===== config.mk =====
export PLATFORM = sky130hd
export DESIGN_NAME = load_cell_adc_reader_core_flat
export DESIGN_NICKNAME = d
export VERILOG_FILES = /design/src/rtl/core/lcar_pkg.sv /design/src/rtl/core/lcar_in_if.sv /design/src/rtl/core/lcar_out_if.sv /design/src/rtl/core/lcar_div.sv /design/src/rtl/core/lcar_ctrl.sv /design/src/rtl/core/lcar_dp.sv /design/src/rtl/core/load_cell_adc_reader_core.sv /design/src/flat_wrapper.sv
export VERILOG_INCLUDE_DIRS = /design/src /design/src/rtl/core
export SDC_FILE = /design/constraint.sdc
export NUM_CORES = 2
export LEC_CHECK = 0
export BUFFER_PORTS_ARGS = -buffer_cell sky130_fd_sc_hd__buf_2
export CORE_MARGIN = 2
export CORE_UTILIZATION = 40
export CTS_BUF_LIST = sky130_fd_sc_hd__clkbuf_8
export DETAILED_ROUTE_END_ITERATION = 16
export MAX_ROUTING_LAYER = met4
export PLACE_DENSITY_LB_ADDON = 0.05
export RECOVER_POWER = 50
export SLEW_MARGIN = 20
export SYNTH_ARGS = -nofsm -noshare
export SYNTH_HDL_FRONTEND = slang
export SYNTH_SLANG_ARGS = --single-unit

===== constraint.sdc =====
create_clock -name clk -period 21.9 [get_ports clk]
set_input_delay 2.19 -clock clk [delete_from_list [all_inputs] [get_ports clk]]
set_output_delay 2.19 -clock clk [all_outputs]
set_load 0.02 [all_outputs]

===== src/rtl/core/assert_macros.svh =====
// ----------------------------------------------------------------------------
// Assertion macros
// Shared concurrent assertion forms for the load-cell reader core. Every
// module that uses them has clk and rst_n in scope.
// ----------------------------------------------------------------------------
`ifndef ASSERT_MACROS_SVH
`define ASSERT_MACROS_SVH

// Condition that holds at every clock edge outside reset.
`define LCAR_CHECK(lbl, expr, msg) \
  lbl: assert property (@(posedge clk) disable iff (!rst_n) (expr)) else $error(msg);

// Antecedent implies consequent in the same cycle.
`define LCAR_IMPLIES(lbl, ante, cons, msg) \
  lbl: assert property (@(posedge clk) disable iff (!rst_n) (ante) |-> (cons)) \
    else $error(msg);

// Antecedent implies consequent in the following cycle.
`define LCAR_NEXT(lbl, ante, cons, msg) \
  lbl: assert property (@(posedge clk) disable iff (!rst_n) (ante) |=> (cons)) \
    else $error(msg);

`endif


===== src/rtl/core/lcar_pkg.sv =====
`timescale 1ns / 1ps
// ----------------------------------------------------------------------------
// Load-cell reader package
// Field widths, operation and register codes, phase encoding and the
// command/status bundles shared by the controller and the datapath.
// ----------------------------------------------------------------------------
package lcar_pkg;

  // Fixed field widths of the request, result and configuration ports.
  localparam int OPER_W     = 3;
  localparam int OFFSET_W   = 24;
  localparam int RESULT_W   = 32;
  localparam int CFG_IDX_W  = 3;
  localparam int CFG_DATA_W = 32;

  // Configuration register widths.
  localparam int HALF_W  = 16;
  localparam int TICK_W  = 24;
  localparam int SAMP_W  = 16;
  localparam int GAIN_W  = 32;

  // Fraction bits of the reciprocal gain.
  localparam int FRAC_BITS = 16;

  // Configuration reset values.
  localparam logic [HALF_W-1:0] HALF_RST    = 16'd10;
  localparam logic [TICK_W-1:0] TIMEOUT_RST = 24'd150000;
  localparam logic [TICK_W-1:0] SETTLE_RST  = 24'd1000000;
  localparam logic [TICK_W-1:0] GAP_RST     = 24'd5000;
  localparam logic [SAMP_W-1:0] SAMPLES_RST = 16'd10;
  localparam logic [GAIN_W-1:0] GAIN_RST    = 32'd65536;

  // Saturation limits of the signed result.
  localparam logic [RESULT_W-1:0] RESULT_MIN = 32'h8000_0000;
  localparam logic [RESULT_W-1:0] RESULT_MAX = 32'h7FFF_FFFF;

  // Operation codes carried by a request.
  typedef enum logic [OPER_W-1:0] {
    OP_TICK        = 3'd0,
    OP_AVERAGE     = 3'd1,
    OP_TARE        = 3'd2,
    OP_WEIGHT      = 3'd3,
    OP_POWER_DOWN  = 3'd4,
    OP_POWER_UP    = 3'd5,
    OP_LOAD_OFFSET = 3'd6
  } op_t;

  // Configuration register indexes.
  typedef enum logic [CFG_IDX_W-1:0] {
    REG_HALF_PERIOD = 3'd0,
    REG_TIMEOUT     = 3'd1,
    REG_SETTLE      = 3'd2,
    REG_GAP         = 3'd3,
    REG_SAMPLES     = 3'd4,
    REG_GAIN        = 3'd5
  } cfg_reg_t;

  // Measurement command being run.
  typedef enum logic [1:0] {
    CMD_NONE   = 2'd0,
    CMD_AVG    = 2'd1,
    CMD_TARE   = 2'd2,
    CMD_WEIGHT = 2'd3
  } cmd_kind_t;

  // Converter sampling phase, one-hot.
  typedef enum logic [7:0] {
    PH_IDLE   = 8'b0000_0001,
    PH_WAIT   = 8'b0000_0010,
    PH_SETTLE = 8'b0000_0100,
    PH_HIGH   = 8'b0000_1000,
    PH_LOW    = 8'b0001_0000,
    PH_XHIGH  = 8'b0010_0000,
    PH_XLOW   = 8'b0100_0000,
    PH_GAP    = 8'b1000_0000
  } phase_t;

  // Commands from the controller to the datapath.
  typedef struct packed {
    logic capture;
    logic step;
    logic div_load;
    logic div_step;
    logic mul;
    logic finish;
    logic out_load;
  } dp_cmd_t;

  // Status from the datapath to the controller.
  typedef struct packed {
    logic finish_req;
    logic div_last;
  } dp_status_t;

endpackage


===== src/rtl/core/lcar_in_if.sv =====
`timescale 1ns / 1ps
// ----------------------------------------------------------------------------
// Load-cell reader request channel
// Valid/ready channel carrying one tick request: operation, data pin level
// and offset value.
// ----------------------------------------------------------------------------
interface lcar_in_if import lcar_pkg::*; ();

  logic                valid;
  logic                ready;
  logic [OPER_W-1:0]   operation;
  logic                data_pin;
  logic [OFFSET_W-1:0] offset_value;

  modport source (output valid, operation, data_pin, offset_value, input ready);
  modport sink (input valid, operation, data_pin, offset_value, output ready);

endinterface


===== src/rtl/core/lcar_out_if.sv =====
`timescale 1ns / 1ps
// ----------------------------------------------------------------------------
// Load-cell reader result channel
// Valid/ready channel carrying one result per request: pin level, busy and
// done flags, result value and timeout flag.
// ----------------------------------------------------------------------------
interface lcar_out_if import lcar_pkg::*; ();

  logic                       valid;
  logic                       ready;
  logic                       clock_pin;
  logic                       busy_res;
  logic                       done_res;
  logic signed [RESULT_W-1:0] result_value;
  logic                       timed_out;

  modport source (output valid, clock_pin, busy_res, done_res, result_value, timed_out,
                  input ready);
  modport sink (input valid, clock_pin, busy_res, done_res, result_value, timed_out,
                output ready);

endinterface


===== src/rtl/core/lcar_div.sv =====
`timescale 1ns / 1ps
// ----------------------------------------------------------------------------
// Load-cell reader divider
// Restoring unsigned divider, one quotient bit per step. The dividend
// register shifts out numerator bits and shifts in quotient bits.
// ----------------------------------------------------------------------------
module lcar_div #(
  parameter int NUM_W = 40,
  parameter int DEN_W = 16
) (
  input  logic             clk,
  input  logic             rst_n,
  input  logic             load,
  input  logic             step,
  input  logic [NUM_W-1:0] num,
  input  logic [DEN_W-1:0] den,
  output logic [NUM_W-1:0] quot,
  output logic             last
);

  localparam int CNT_W = $clog2(NUM_W);

  logic [NUM_W-1:0] quot_r;
  logic [DEN_W:0]   rem_r;
  logic [CNT_W-1:0] cnt_r;
  logic [DEN_W:0]   rem_shift;
  logic             fits;

  // Trial subtraction of the divisor from the shifted remainder.
  assign rem_shift = {rem_r[DEN_W-1:0], quot_r[NUM_W-1]};
  assign fits      = (rem_shift >= {1'b0, den});

  // Step counter.
  always_ff @(posedge clk) begin
    if (!rst_n) begin
      cnt_r <= '0;
    end else if (load) begin
      cnt_r <= '0;
    end else if (step) begin
      cnt_r <= cnt_r + CNT_W'(1);
    end
  end

  // Remainder and quotient shift register.
  always_ff @(posedge clk) begin
    if (load) begin
      quot_r <= num;
      rem_r  <= '0;
    end else if (step) begin
      quot_r <= {quot_r[NUM_W-2:0], fits};
      rem_r  <= fits ? (rem_shift - {1'b0, den}) : rem_shift;
    end
  end

  assign quot = quot_r;
  assign last = (cnt_r == CNT_W'(NUM_W - 1));

endmodule


===== src/rtl/core/lcar_ctrl.sv =====
`timescale 1ns / 1ps
`include "assert_macros.svh"
// ----------------------------------------------------------------------------
// Load-cell reader controller
// Sequences one request at a time through the datapath: tick update, then
// for a finished measurement the divide, multiply and result steps. Owns
// the request ready and the result valid.
// ----------------------------------------------------------------------------
module lcar_ctrl import lcar_pkg::*; (
  input  logic       clk,
  input  logic       rst_n,
  input  logic       in_valid,
  output logic       in_ready,
  output logic       out_valid,
  input  logic       out_ready,
  output dp_cmd_t    cmd,
  input  dp_status_t sts
);

  typedef enum logic [5:0] {
    ST_IDLE  = 6'b00_0001,
    ST_STEP  = 6'b00_0010,
    ST_DLOAD = 6'b00_0100,
    ST_DIV   = 6'b00_1000,
    ST_MUL   = 6'b01_0000,
    ST_FIN   = 6'b10_0000
  } ctrl_state_t;

  ctrl_state_t state_r, state_nxt;
  logic        out_valid_r, out_valid_nxt;

  // Next state, datapath commands and handshake control.
  always_comb begin
    state_nxt     = state_r;
    cmd           = '0;
    in_ready      = 1'b0;
    out_valid_nxt = out_valid_r && !out_ready;
    case (state_r)
      ST_IDLE: begin
        in_ready = !out_valid_r || out_ready;
        if (in_valid && in_ready) begin
          cmd.capture = 1'b1;
          state_nxt   = ST_STEP;
        end
      end
      ST_STEP: begin
        cmd.step = 1'b1;
        if (sts.finish_req) begin
          state_nxt = ST_DLOAD;
        end else begin
          cmd.out_load  = 1'b1;
          out_valid_nxt = 1'b1;
          state_nxt     = ST_IDLE;
        end
      end
      ST_DLOAD: begin
        cmd.div_load = 1'b1;
        state_nxt    = ST_DIV;
      end
      ST_DIV: begin
        cmd.div_step = 1'b1;
        if (sts.div_last) begin
          state_nxt = ST_MUL;
        end
      end
      ST_MUL: begin
        cmd.mul   = 1'b1;
        state_nxt = ST_FIN;
      end
      ST_FIN: begin
        cmd.finish    = 1'b1;
        cmd.out_load  = 1'b1;
        out_valid_nxt = 1'b1;
        state_nxt     = ST_IDLE;
      end
      default: begin
        state_nxt = ST_IDLE;
      end
    endcase
  end

  // State and result valid registers.
  always_ff @(posedge clk) begin
    if (!rst_n) begin
      state_r     <= ST_IDLE;
      out_valid_r <= 1'b0;
    end else begin
      state_r     <= state_nxt;
      out_valid_r <= out_valid_nxt;
    end
  end

  assign out_valid = out_valid_r;

  // A result never waits while a request is being worked on.
  `LCAR_IMPLIES(a_no_result_while_busy, state_r != ST_IDLE, !out_valid_r, "result pending while busy")
  // A request is only taken in the idle state.
  `LCAR_IMPLIES(a_ready_only_idle, in_ready, state_r == ST_IDLE, "ready outside idle")
  // The divide keeps stepping until its last quotient bit.
  `LCAR_NEXT(a_div_runs, state_r == ST_DIV && !sts.div_last, state_r == ST_DIV, "divide cut short")

endmodule


===== src/rtl/core/lcar_dp.sv =====
`timescale 1ns / 1ps
`include "assert_macros.svh"
// ----------------------------------------------------------------------------
// Load-cell reader datapath
// Configuration registers, converter phase logic, sample accumulator,
// averaging divider, gain multiplier and the result register.
// ----------------------------------------------------------------------------
module lcar_dp import lcar_pkg::*; #(
  parameter int RAW_BITS   = 24,
  parameter int COUNT_BITS = 16
) (
  input  logic                       clk,
  input  logic                       rst_n,
  input  dp_cmd_t                    cmd,
  output dp_status_t                 sts,
  input  logic                       cfg_we,
  input  logic [CFG_IDX_W-1:0]       cfg_index,
  input  logic [CFG_DATA_W-1:0]      cfg_wdata,
  input  logic [OPER_W-1:0]          operation,
  input  logic                       data_pin,
  input  logic [OFFSET_W-1:0]        offset_value,
  output logic                       clock_pin,
  output logic                       busy_res,
  output logic                       done_res,
  output logic signed [RESULT_W-1:0] result_value,
  output logic                       timed_out
);

  localparam int SUM_W  = RAW_BITS + COUNT_BITS;
  localparam int BITC_W = $clog2(RAW_BITS + 1);
  localparam int PROD_W = RAW_BITS + GAIN_W;
  localparam int QW     = PROD_W - FRAC_BITS;
  localparam logic [SAMP_W-1:0] COUNT_MAX = SAMP_W'((1 << COUNT_BITS) - 1);

  // Configuration registers.
  logic [HALF_W-1:0] half_r;
  logic [TICK_W-1:0] timeout_r;
  logic [TICK_W-1:0] settle_r;
  logic [TICK_W-1:0] gap_r;
  logic [SAMP_W-1:0] samples_r;
  logic [GAIN_W-1:0] gain_r;

  // Captured request.
  logic [OPER_W-1:0]   op_r;
  logic                pin_r;
  logic [OFFSET_W-1:0] offv_r;

  // Measurement state.
  phase_t              phase_r, phase_nxt;
  logic [TICK_W-1:0]   tick_r, tick_nxt, tick_inc;
  logic [BITC_W-1:0]   bitc_r, bitc_nxt, bitc_inc;
  logic [RAW_BITS-1:0] shreg_r, shreg_nxt;
  logic [SUM_W-1:0]    sum_r, sum_nxt;
  logic [COUNT_BITS-1:0] taken_r, taken_nxt, taken_inc;
  logic [RAW_BITS-1:0] tare_r, tare_nxt;
  cmd_kind_t           pend_r, pend_nxt;
  logic                clk_lvl_r, clk_lvl_nxt;
  logic                tseen_r, tseen_nxt;

  // Tick helpers.
  logic                  take;
  logic [RAW_BITS-1:0]   sample_v;
  logic                  fin_req;
  logic [TICK_W-1:0]     timeout_eff;
  logic [TICK_W-1:0]     half_eff;
  logic [COUNT_BITS-1:0] count_eff;
  logic [OFFSET_W+RAW_BITS-1:0] offv_ext;

  // Finishing arithmetic.
  logic [SUM_W-1:0]        quot;
  logic                    div_last;
  logic [RAW_BITS-1:0]     avg;
  logic [RAW_BITS+31:0]    avg_ext;
  logic [RAW_BITS-1:0]     mag;
  logic                    neg_r;
  logic [PROD_W-1:0]       prod_r;
  logic [QW-1:0]           q_adj;
  logic                    round_up;
  logic [RESULT_W-1:0]     weight_res;
  logic [RESULT_W-1:0]     fin_res;

  // Output register.
  logic                clock_pin_r;
  logic                busy_res_r;
  logic                done_res_r;
  logic [RESULT_W-1:0] result_r;
  logic                timed_out_r;

  // Effective settings: zero half period and timeout act as one tick, and
  // the sample count is at least one and saturates at the counter range.
  assign timeout_eff = (timeout_r == '0) ? TICK_W'(1) : timeout_r;
  assign half_eff    = (half_r == '0) ? TICK_W'(1) : {{(TICK_W - HALF_W){1'b0}}, half_r};
  always_comb begin
    if (samples_r == '0) begin
      count_eff = COUNT_BITS'(1);
    end else if (samples_r > COUNT_MAX) begin
      count_eff = '1;
    end else begin
      count_eff = samples_r[COUNT_BITS-1:0];
    end
  end

  assign offv_ext  = {{RAW_BITS{1'b0}}, offv_r};
  assign tick_inc  = tick_r + TICK_W'(1);
  assign bitc_inc  = bitc_r + BITC_W'(1);
  assign taken_inc = taken_r + COUNT_BITS'(1);

  // One tick of the converter sequence.
  always_comb begin
    phase_nxt   = phase_r;
    tick_nxt    = tick_r;
    bitc_nxt    = bitc_r;
    shreg_nxt   = shreg_r;
    sum_nxt     = sum_r;
    taken_nxt   = taken_r;
    tare_nxt    = tare_r;
    pend_nxt    = pend_r;
    clk_lvl_nxt = clk_lvl_r;
    tseen_nxt   = tseen_r;
    take        = 1'b0;
    sample_v    = '0;
    fin_req     = 1'b0;
    if (phase_r == PH_IDLE) begin
      case (op_r)
        OP_AVERAGE, OP_TARE, OP_WEIGHT: begin
          pend_nxt    = cmd_kind_t'(op_r[1:0]);
          sum_nxt     = '0;
          taken_nxt   = '0;
          tseen_nxt   = 1'b0;
          bitc_nxt    = '0;
          shreg_nxt   = '0;
          phase_nxt   = PH_WAIT;
          tick_nxt    = '0;
          clk_lvl_nxt = 1'b0;
        end
        OP_POWER_DOWN: begin
          clk_lvl_nxt = 1'b1;
        end
        OP_POWER_UP: begin
          clk_lvl_nxt = 1'b0;
        end
        OP_LOAD_OFFSET: begin
          tare_nxt = offv_ext[RAW_BITS-1:0];
        end
        default: begin
        end
      endcase
    end else begin
      case (phase_r)
        PH_WAIT: begin
          if (!pin_r) begin
            if (settle_r == '0) begin
              phase_nxt   = PH_HIGH;
              tick_nxt    = '0;
              bitc_nxt    = '0;
              shreg_nxt   = '0;
              clk_lvl_nxt = 1'b1;
            end else begin
              phase_nxt = PH_SETTLE;
              tick_nxt  = '0;
            end
          end else begin
            tick_nxt = tick_inc;
            if (tick_inc >= timeout_eff) begin
              tseen_nxt = 1'b1;
              take      = 1'b1;
            end
          end
        end
        PH_SETTLE: begin
          tick_nxt = tick_inc;
          if (tick_inc >= settle_r) begin
            phase_nxt   = PH_HIGH;
            tick_nxt    = '0;
            bitc_nxt    = '0;
            shreg_nxt   = '0;
            clk_lvl_nxt = 1'b1;
          end
        end
        PH_HIGH, PH_XHIGH: begin
          tick_nxt = tick_inc;
          if (tick_inc >= half_eff) begin
            clk_lvl_nxt = 1'b0;
            tick_nxt    = '0;
            phase_nxt   = (phase_r == PH_HIGH) ? PH_LOW : PH_XLOW;
          end
        end
        PH_LOW: begin
          tick_nxt = tick_inc;
          if (tick_inc >= half_eff) begin
            shreg_nxt   = {shreg_r[RAW_BITS-2:0], pin_r};
            bitc_nxt    = bitc_inc;
            tick_nxt    = '0;
            clk_lvl_nxt = 1'b1;
            phase_nxt   = (bitc_inc >= BITC_W'(RAW_BITS)) ? PH_XHIGH : PH_HIGH;
          end
        end
        PH_XLOW: begin
          tick_nxt = tick_inc;
          if (tick_inc >= half_eff) begin
            take     = 1'b1;
            sample_v = shreg_r ^ {1'b1, {(RAW_BITS - 1){1'b0}}};
          end
        end
        PH_GAP: begin
          tick_nxt = tick_inc;
          if (tick_inc >= gap_r) begin
            phase_nxt   = PH_WAIT;
            tick_nxt    = '0;
            clk_lvl_nxt = 1'b0;
          end
        end
        default: begin
          phase_nxt = PH_IDLE;
        end
      endcase
    end
    // Accumulate a finished or timed-out sample.
    if (take) begin
      sum_nxt     = sum_r + SUM_W'(sample_v);
      taken_nxt   = taken_inc;
      clk_lvl_nxt = 1'b0;
      if (taken_inc >= count_eff) begin
        fin_req = 1'b1;
      end else if (gap_r == '0) begin
        phase_nxt = PH_WAIT;
        tick_nxt  = '0;
      end else begin
        phase_nxt = PH_GAP;
        tick_nxt  = '0;
      end
    end
  end

  // Average of the samples.
  lcar_div #(
    .NUM_W (SUM_W),
    .DEN_W (COUNT_BITS)
  ) u_div (
    .clk   (clk),
    .rst_n (rst_n),
    .load  (cmd.div_load),
    .step  (cmd.div_step),
    .num   (sum_r),
    .den   (count_eff),
    .quot  (quot),
    .last  (div_last)
  );

  assign avg     = quot[RAW_BITS-1:0];
  assign avg_ext = {32'd0, avg};
  assign mag     = (avg < tare_r) ? (tare_r - avg) : (avg - tare_r);

  // Gain product, registered before rounding and saturation.
  always_ff @(posedge clk) begin
    if (cmd.mul) begin
      neg_r  <= (avg < tare_r);
      prod_r <= PROD_W'(mag) * PROD_W'(gain_r);
    end
  end

  // Shift out the fraction rounding toward minus infinity, then saturate.
  assign round_up = neg_r && (prod_r[FRAC_BITS-1:0] != '0);
  assign q_adj    = prod_r[PROD_W-1:FRAC_BITS] + QW'(round_up);
  always_comb begin
    if (|q_adj[QW-1:RESULT_W-1]) begin
      weight_res = neg_r ? RESULT_MIN : RESULT_MAX;
    end else begin
      weight_res = neg_r ? (RESULT_W'(0) - q_adj[RESULT_W-1:0]) : q_adj[RESULT_W-1:0];
    end
  end

  assign fin_res = (pend_r == CMD_WEIGHT) ? weight_res : avg_ext[RESULT_W-1:0];

  // Configuration registers.
  always_ff @(posedge clk) begin
    if (!rst_n) begin
      half_r    <= HALF_RST;
      timeout_r <= TIMEOUT_RST;
      settle_r  <= SETTLE_RST;
      gap_r     <= GAP_RST;
      samples_r <= SAMPLES_RST;
      gain_r    <= GAIN_RST;
    end else if (cfg_we) begin
      case (cfg_index)
        REG_HALF_PERIOD: half_r    <= cfg_wdata[HALF_W-1:0];
        REG_TIMEOUT:     timeout_r <= cfg_wdata[TICK_W-1:0];
        REG_SETTLE:      settle_r  <= cfg_wdata[TICK_W-1:0];
        REG_GAP:         gap_r     <= cfg_wdata[TICK_W-1:0];
        REG_SAMPLES:     samples_r <= cfg_wdata[SAMP_W-1:0];
        REG_GAIN:        gain_r    <= cfg_wdata[GAIN_W-1:0];
        default: begin
        end
      endcase
    end
  end

  // Request capture.
  always_ff @(posedge clk) begin
    if (cmd.capture) begin
      op_r   <= operation;
      pin_r  <= data_pin;
      offv_r <= offset_value;
    end
  end

  // Measurement state: tick update, or the close of a finished command.
  always_ff @(posedge clk) begin
    if (!rst_n) begin
      phase_r   <= PH_IDLE;
      tick_r    <= '0;
      bitc_r    <= '0;
      shreg_r   <= '0;
      sum_r     <= '0;
      taken_r   <= '0;
      tare_r    <= '0;
      pend_r    <= CMD_NONE;
      clk_lvl_r <= 1'b0;
      tseen_r   <= 1'b0;
    end else if (cmd.step) begin
      phase_r   <= phase_nxt;
      tick_r    <= tick_nxt;
      bitc_r    <= bitc_nxt;
      shreg_r   <= shreg_nxt;
      sum_r     <= sum_nxt;
      taken_r   <= taken_nxt;
      tare_r    <= tare_nxt;
      pend_r    <= pend_nxt;
      clk_lvl_r <= clk_lvl_nxt;
      tseen_r   <= tseen_nxt;
    end else if (cmd.finish) begin
      phase_r <= PH_IDLE;
      pend_r  <= CMD_NONE;
      tick_r  <= '0;
      if (pend_r == CMD_TARE) begin
        tare_r <= avg;
      end
    end
  end

  // Result register.
  always_ff @(posedge clk) begin
    if (cmd.out_load) begin
      if (cmd.finish) begin
        clock_pin_r <= clk_lvl_r;
        busy_res_r  <= 1'b0;
        done_res_r  <= 1'b1;
        result_r    <= fin_res;
        timed_out_r <= tseen_r;
      end else begin
        clock_pin_r <= clk_lvl_nxt;
        busy_res_r  <= (phase_nxt != PH_IDLE);
        done_res_r  <= 1'b0;
        result_r    <= '0;
        timed_out_r <= 1'b0;
      end
    end
  end

  assign clock_pin    = clock_pin_r;
  assign busy_res     = busy_res_r;
  assign done_res     = done_res_r;
  assign result_value = result_r;
  assign timed_out    = timed_out_r;

  assign sts.finish_req = fin_req;
  assign sts.div_last   = div_last;

  // A command only closes while a measurement is running.
  `LCAR_IMPLIES(a_finish_busy, cmd.finish, phase_r != PH_IDLE, "finish while idle")
  // The high halves of a clock pulse drive the pin high, the low halves low.
  `LCAR_IMPLIES(a_high_level, phase_r == PH_HIGH || phase_r == PH_XHIGH, clk_lvl_r, "pin low in high half")
  `LCAR_IMPLIES(a_low_level, phase_r == PH_LOW || phase_r == PH_XLOW, !clk_lvl_r, "pin high in low half")

endmodule


===== src/rtl/core/load_cell_adc_reader_core.sv =====
`timescale 1ns / 1ps
// ----------------------------------------------------------------------------
// Load-cell converter reader
// Drives the serial clock of a bridge converter and reads its data pin, one
// tick per request, with averaging, tare and Q16 gain scaling.
// ----------------------------------------------------------------------------
// Usage: each request on in_ch is one tick: an operation, the data pin level
// seen this tick and an offset for the load-offset operation. For every
// request exactly one result leaves on out_ch with the clock pin level, busy
// and done flags and, on the tick that ends a measurement, the value and the
// timeout flag. Registers are written through cfg_we/cfg_index/cfg_wdata
// while no request is in work.
// Sequence: a plain tick request is captured, stepped and its result loaded
// into the output register before the next request is taken. The tick that
// ends a measurement runs the averaging divide, one quotient bit per cycle
// over RAW_BITS+COUNT_BITS bits, then the gain multiply, before its result
// is loaded.
// Reset (synchronous, rst_n low) loads the register defaults, idles the
// sequence, clears the tare offset and sets the internal clock level low.
// A stalled receiver holds the result in the output register; one further
// request is taken only in the cycle the held result is taken.
// ----------------------------------------------------------------------------
module load_cell_adc_reader_core import lcar_pkg::*; #(
  parameter int RAW_BITS   = 24,
  parameter int COUNT_BITS = 16
) (
  input  logic                  clk,
  input  logic                  rst_n,
  lcar_in_if.sink               in_ch,
  lcar_out_if.source            out_ch,
  input  logic                  cfg_we,
  input  logic [CFG_IDX_W-1:0]  cfg_index,
  input  logic [CFG_DATA_W-1:0] cfg_wdata
);

  dp_cmd_t    cmd;
  dp_status_t sts;

  // Sequencer.
  lcar_ctrl u_ctrl (
    .clk       (clk),
    .rst_n     (rst_n),
    .in_valid  (in_ch.valid),
    .in_ready  (in_ch.ready),
    .out_valid (out_ch.valid),
    .out_ready (out_ch.ready),
    .cmd       (cmd),
    .sts       (sts)
  );

  // Converter sequence, arithmetic and result register.
  lcar_dp #(
    .RAW_BITS   (RAW_BITS),
    .COUNT_BITS (COUNT_BITS)
  ) u_dp (
    .clk          (clk),
    .rst_n        (rst_n),
    .cmd          (cmd),
    .sts          (sts),
    .cfg_we       (cfg_we),
    .cfg_index    (cfg_index),
    .cfg_wdata    (cfg_wdata),
    .operation    (in_ch.operation),
    .data_pin     (in_ch.data_pin),
    .offset_value (in_ch.offset_value),
    .clock_pin    (out_ch.clock_pin),
    .busy_res     (out_ch.busy_res),
    .done_res     (out_ch.done_res),
    .result_value (out_ch.result_value),
    .timed_out    (out_ch.timed_out)
  );

endmodule


===== src/flat_wrapper.sv =====
// flat-port wrapper written by rule: the top's interface ports become plain ports
module load_cell_adc_reader_core_flat import lcar_pkg::*;
#(
  parameter int RAW_BITS   = 24,
  parameter int COUNT_BITS = 16
)
  (clk, rst_n, cfg_we, cfg_index, cfg_wdata, in_ch_valid, in_ch_operation, in_ch_data_pin, in_ch_offset_value, in_ch_ready, out_ch_valid, out_ch_clock_pin, out_ch_busy_res, out_ch_done_res, out_ch_result_value, out_ch_timed_out, out_ch_ready);
  lcar_in_if in_ch_i ();
  lcar_out_if out_ch_i ();
  input  logic clk;
  input  logic rst_n;
  input  logic cfg_we;
  input  logic [CFG_IDX_W-1:0] cfg_index;
  input  logic [CFG_DATA_W-1:0] cfg_wdata;
  input wire logic [$bits(in_ch_i.valid)-1:0] in_ch_valid;
  input wire logic [$bits(in_ch_i.operation)-1:0] in_ch_operation;
  input wire logic [$bits(in_ch_i.data_pin)-1:0] in_ch_data_pin;
  input wire logic [$bits(in_ch_i.offset_value)-1:0] in_ch_offset_value;
  output wire logic [$bits(in_ch_i.ready)-1:0] in_ch_ready;
  output wire logic [$bits(out_ch_i.valid)-1:0] out_ch_valid;
  output wire logic [$bits(out_ch_i.clock_pin)-1:0] out_ch_clock_pin;
  output wire logic [$bits(out_ch_i.busy_res)-1:0] out_ch_busy_res;
  output wire logic [$bits(out_ch_i.done_res)-1:0] out_ch_done_res;
  output wire logic [$bits(out_ch_i.result_value)-1:0] out_ch_result_value;
  output wire logic [$bits(out_ch_i.timed_out)-1:0] out_ch_timed_out;
  input wire logic [$bits(out_ch_i.ready)-1:0] out_ch_ready;
  assign in_ch_i.valid = in_ch_valid;
  assign in_ch_i.operation = in_ch_operation;
  assign in_ch_i.data_pin = in_ch_data_pin;
  assign in_ch_i.offset_value = in_ch_offset_value;
  assign in_ch_ready = in_ch_i.ready;
  assign out_ch_valid = out_ch_i.valid;
  assign out_ch_clock_pin = out_ch_i.clock_pin;
  assign out_ch_busy_res = out_ch_i.busy_res;
  assign out_ch_done_res = out_ch_i.done_res;
  assign out_ch_result_value = out_ch_i.result_value;
  assign out_ch_timed_out = out_ch_i.timed_out;
  assign out_ch_i.ready = out_ch_ready;
  load_cell_adc_reader_core #(.RAW_BITS(RAW_BITS), .COUNT_BITS(COUNT_BITS)) u_core (.clk(clk), .rst_n(rst_n), .in_ch(in_ch_i), .out_ch(out_ch_i), .cfg_we(cfg_we), .cfg_index(cfg_index), .cfg_wdata(cfg_wdata));
endmodule

==> flow_metrics.tcl <==
set metrics [dict create \
    htreeDepth 3 \
    start_util_pct 40.3 \
    cp_slowest_cell "ha_1" \
    final_common_cell "inv_1" \
    finalMaxSlewViolations 452 \
    hold_viol 0 \
    clock-sinks 471 \
    grt_max_degree 95 \
    fin_ws_ns 10.13 \
    synth_seq_cells 471 \
    synth-edff-count 161 \
    cts_buffers 93 \
    critPathKind "flop to flop" \
    outcome "complete, but fails checks" \
    die_area_um2 133000 \
    die_w_um 365 \
    ctsResizeCount 0 \
    clock_latency_ns 0.79 \
    hpwl_mm 126 \
    final_nets 7056 \
    cp.arrival_ns 12.23 \
    period_needed_ns 11.77 \
    yosysUniqueCellTypes 93 \
    synth_fp_nets 7063 \
    postRouteAntennaNets 0 \
    drt_wl_total_mm 172 \
    ys_seq_area_share_pct 21.2 \
    tns_ns 0 \
    cts_tree "built" \
    grt_usage_pct 26.9 \
    gr-total-overflow 0 \
    cpPeakStageDelay_ns 0.59 \
    viasPerCell 5.34 \
    grt_pass1_vias 42200 \
    critPathRequiredTime_ns 22.36 \
    cts_max_path_buffers 3 \
    syn_to_final_growth_pct 8.46 \
    fin_crit_sh_pct 53.7 \
    synthArstFlopShare_pct 0 \
    routedWlPerCell_um 22.2 \
    fin_total_pwr_uw 2510 \
    first_iter_violations 2654 \
    first_pass_iters 8 \
    setup_viol 0 \
    endpoint_kind "flop" \
    antenna_found_initial 13 \
    syn_area_per_cell_um2 8.77 \
    io_buffers 105 \
    coreArea_um2 129000 \
    postCtsSetupRepairBufs 0 \
    clock.fmax_ghz 0.0850 \
    syn-cell-area_um2 52200 \
    die_y_um 365 \
    root_buffer "clkbuf_8" \
    max-cap-violations 9 \
    num_io_pins 106 \
    synth_cells 5952 \
    p_per_area_nw_per_um2 44.3 \
    final_cell_mix "inv_1 (821), nand2_1 (811), fa_1 (662)" \
    final_layout_size_suffix_gt1_share_pct 7.54 \
    start_kind "flop" \
    grt_pass1_wl_mm 263 \
    yosys_warnings 0 \
    violations "max-capacitance violations, max-slew violations" \
    ys.flop_type "dfxtp_1" \
    crit_path_max_fanout 32 \
    critPathMostFrequentCell "fa_1" \
    hold_path_class "flop to flop" \
    vias 41500 \
    place_ws_ns 10.21 \
    rows 132 \
    path_clk_slew_ns 0.06 \
    final.setup_skew_ns 0.0733 \
    worst_pin_slew_ns 4.44 \
    cts_hold_buf 0 \
    maxSlewHeadroom_pct -196 \
    drcViolationCount 0 \
    irDropWorstVdd_mv 0.0417 \
    cellLeakagePower_uw 0.0233 \
    gp_congestion 0.894 \
    rsz0062_at_grt "no" \
]
report_power, final:
group	total [uW]	internal (uW)	switching (uW)
Clock	982	544	438
Combinational	580	199	382
Sequential	946	935	11.6
synth_stat cells (all sizes together) (57+ instances only):
master  count  area, um2
ha        381       4770
o21ai     201       1010
o211ai     66        516
xor2       65        603
inv       803       3010
a21o       73        548
buf        75        437
edfxtp    161       4830
nand2     813       3050
and2      418       2620
and3       59        369
nor2      236        888
fa        662      13300
nor3       74        380
nor2b     117        732
nand3     158        791
a21oi     398       2010
clkbuf    231        870
nand4      57        369
dfxtp     310       6210
xnor2     120       1070
layout make-up:
cell class                 count  area (um2)
clock buffer                 110        1510
tap                         1742        2180
timing repair buffer         204        1230
sequential                   471       11000
inverter                     805        3030
antenna                        2        5.00
clock inverter                64         498
fill                       13100       72900
multi-input combinational   4370       37100
through the flow:
stage | hold WS (ns) | instance area [um2] | util (%) | instances
floorplan | 0.426 | 52200 | - | 5952
global placement | 0.443 | 54600 | 42.2 | 7591
detailed placement | 0.448 | 54600 | 42.2 | 7591
CTS | 0.446 | 56600 | 43.7 | 7765
global route | 0.472 | 56600 | 43.7 | 7768
finish | 0.451 | 56600 | 43.7 | 7768
critical path: cells and delay by family, from the launching register on:
family,cells,cell delay (ns)
and+or+nand+nor,4,0.87
buffers and inverters,8,1.07
AOI/OAI and AO/OA,16,4.57
DFF,1,0.43
xor gates and xnor gates,2,0.27
adders and majority gates,9,4.24
layer usage:
| metal | up-vias | routed length, um | track usage, % | part of all wire [%] |
|---|---|---|---|---|
| li1 | 19400 | - | - | - |
| met1 | 20900 | 76300 | 34.9 | 44 |
| met2 | 955 | 84500 | 44.9 | 49 |
| met3 | 224 | 7000 | 2.57 | 4.1 |
| met4 | 0 | 4370 | 7.04 | 2.5 |
| met5 | - | 0 | - | 0 |
final timing paths:
path / end / depth (start not counted) / slack, ns / start
setup / recovery: u_core.u_dp.prod_r[55] / 39 / 10.13 / u_core.u_dp.u_div.quot[13]
hold / removal: u_core.u_dp.shreg_r[10] / 2 / 0.45 / u_core.u_dp.shreg_r[9]
setup reg to reg: u_core.u_dp.prod_r[55] / 39 / 10.13 / u_core.u_dp.u_div.quot[13]
hold reg to reg: u_core.u_dp.shreg_r[10] / 2 / 0.45 / u_core.u_dp.shreg_r[9]
registers in the layout, summed over array words and instances, names as in the netlist, 24 cells and up:
name / count
u_core.u_dp.prod_r: 56
u_core.u_dp.sum_r: 40
u_core.u_dp.u_div.quot: 40
u_core.u_dp.gain_r: 32
u_core.u_dp.result_value: 32
u_core.u_dp.gap_r: 24
u_core.u_dp.offv_r: 24
u_core.u_dp.settle_r: 24
u_core.u_dp.shreg_r: 24
u_core.u_dp.tare_r: 24
u_core.u_dp.tick_r: 24
u_core.u_dp.timeout_r: 24
kinds of logic (layout without fill, tap and decap cells):
kind of cell / count (synthesis) / after routing / synth area share [%]
and+or+nand+nor: 2110 / 2110 / 20.0
buffers and inverters: 1111 / 1183 / 8.30
adders and majority gates: 1043 / 1043 / 34.5
AOI/OAI and AO/OA: 960 / 960 / 11.3
DFF: 471 / 471 / 21.2
xor gates and xnor gates: 185 / 185 / 3.21
muxes: 72 / 72 / 1.48
other: 0 / 2 / 0
(Power assumes the default switching activity.)
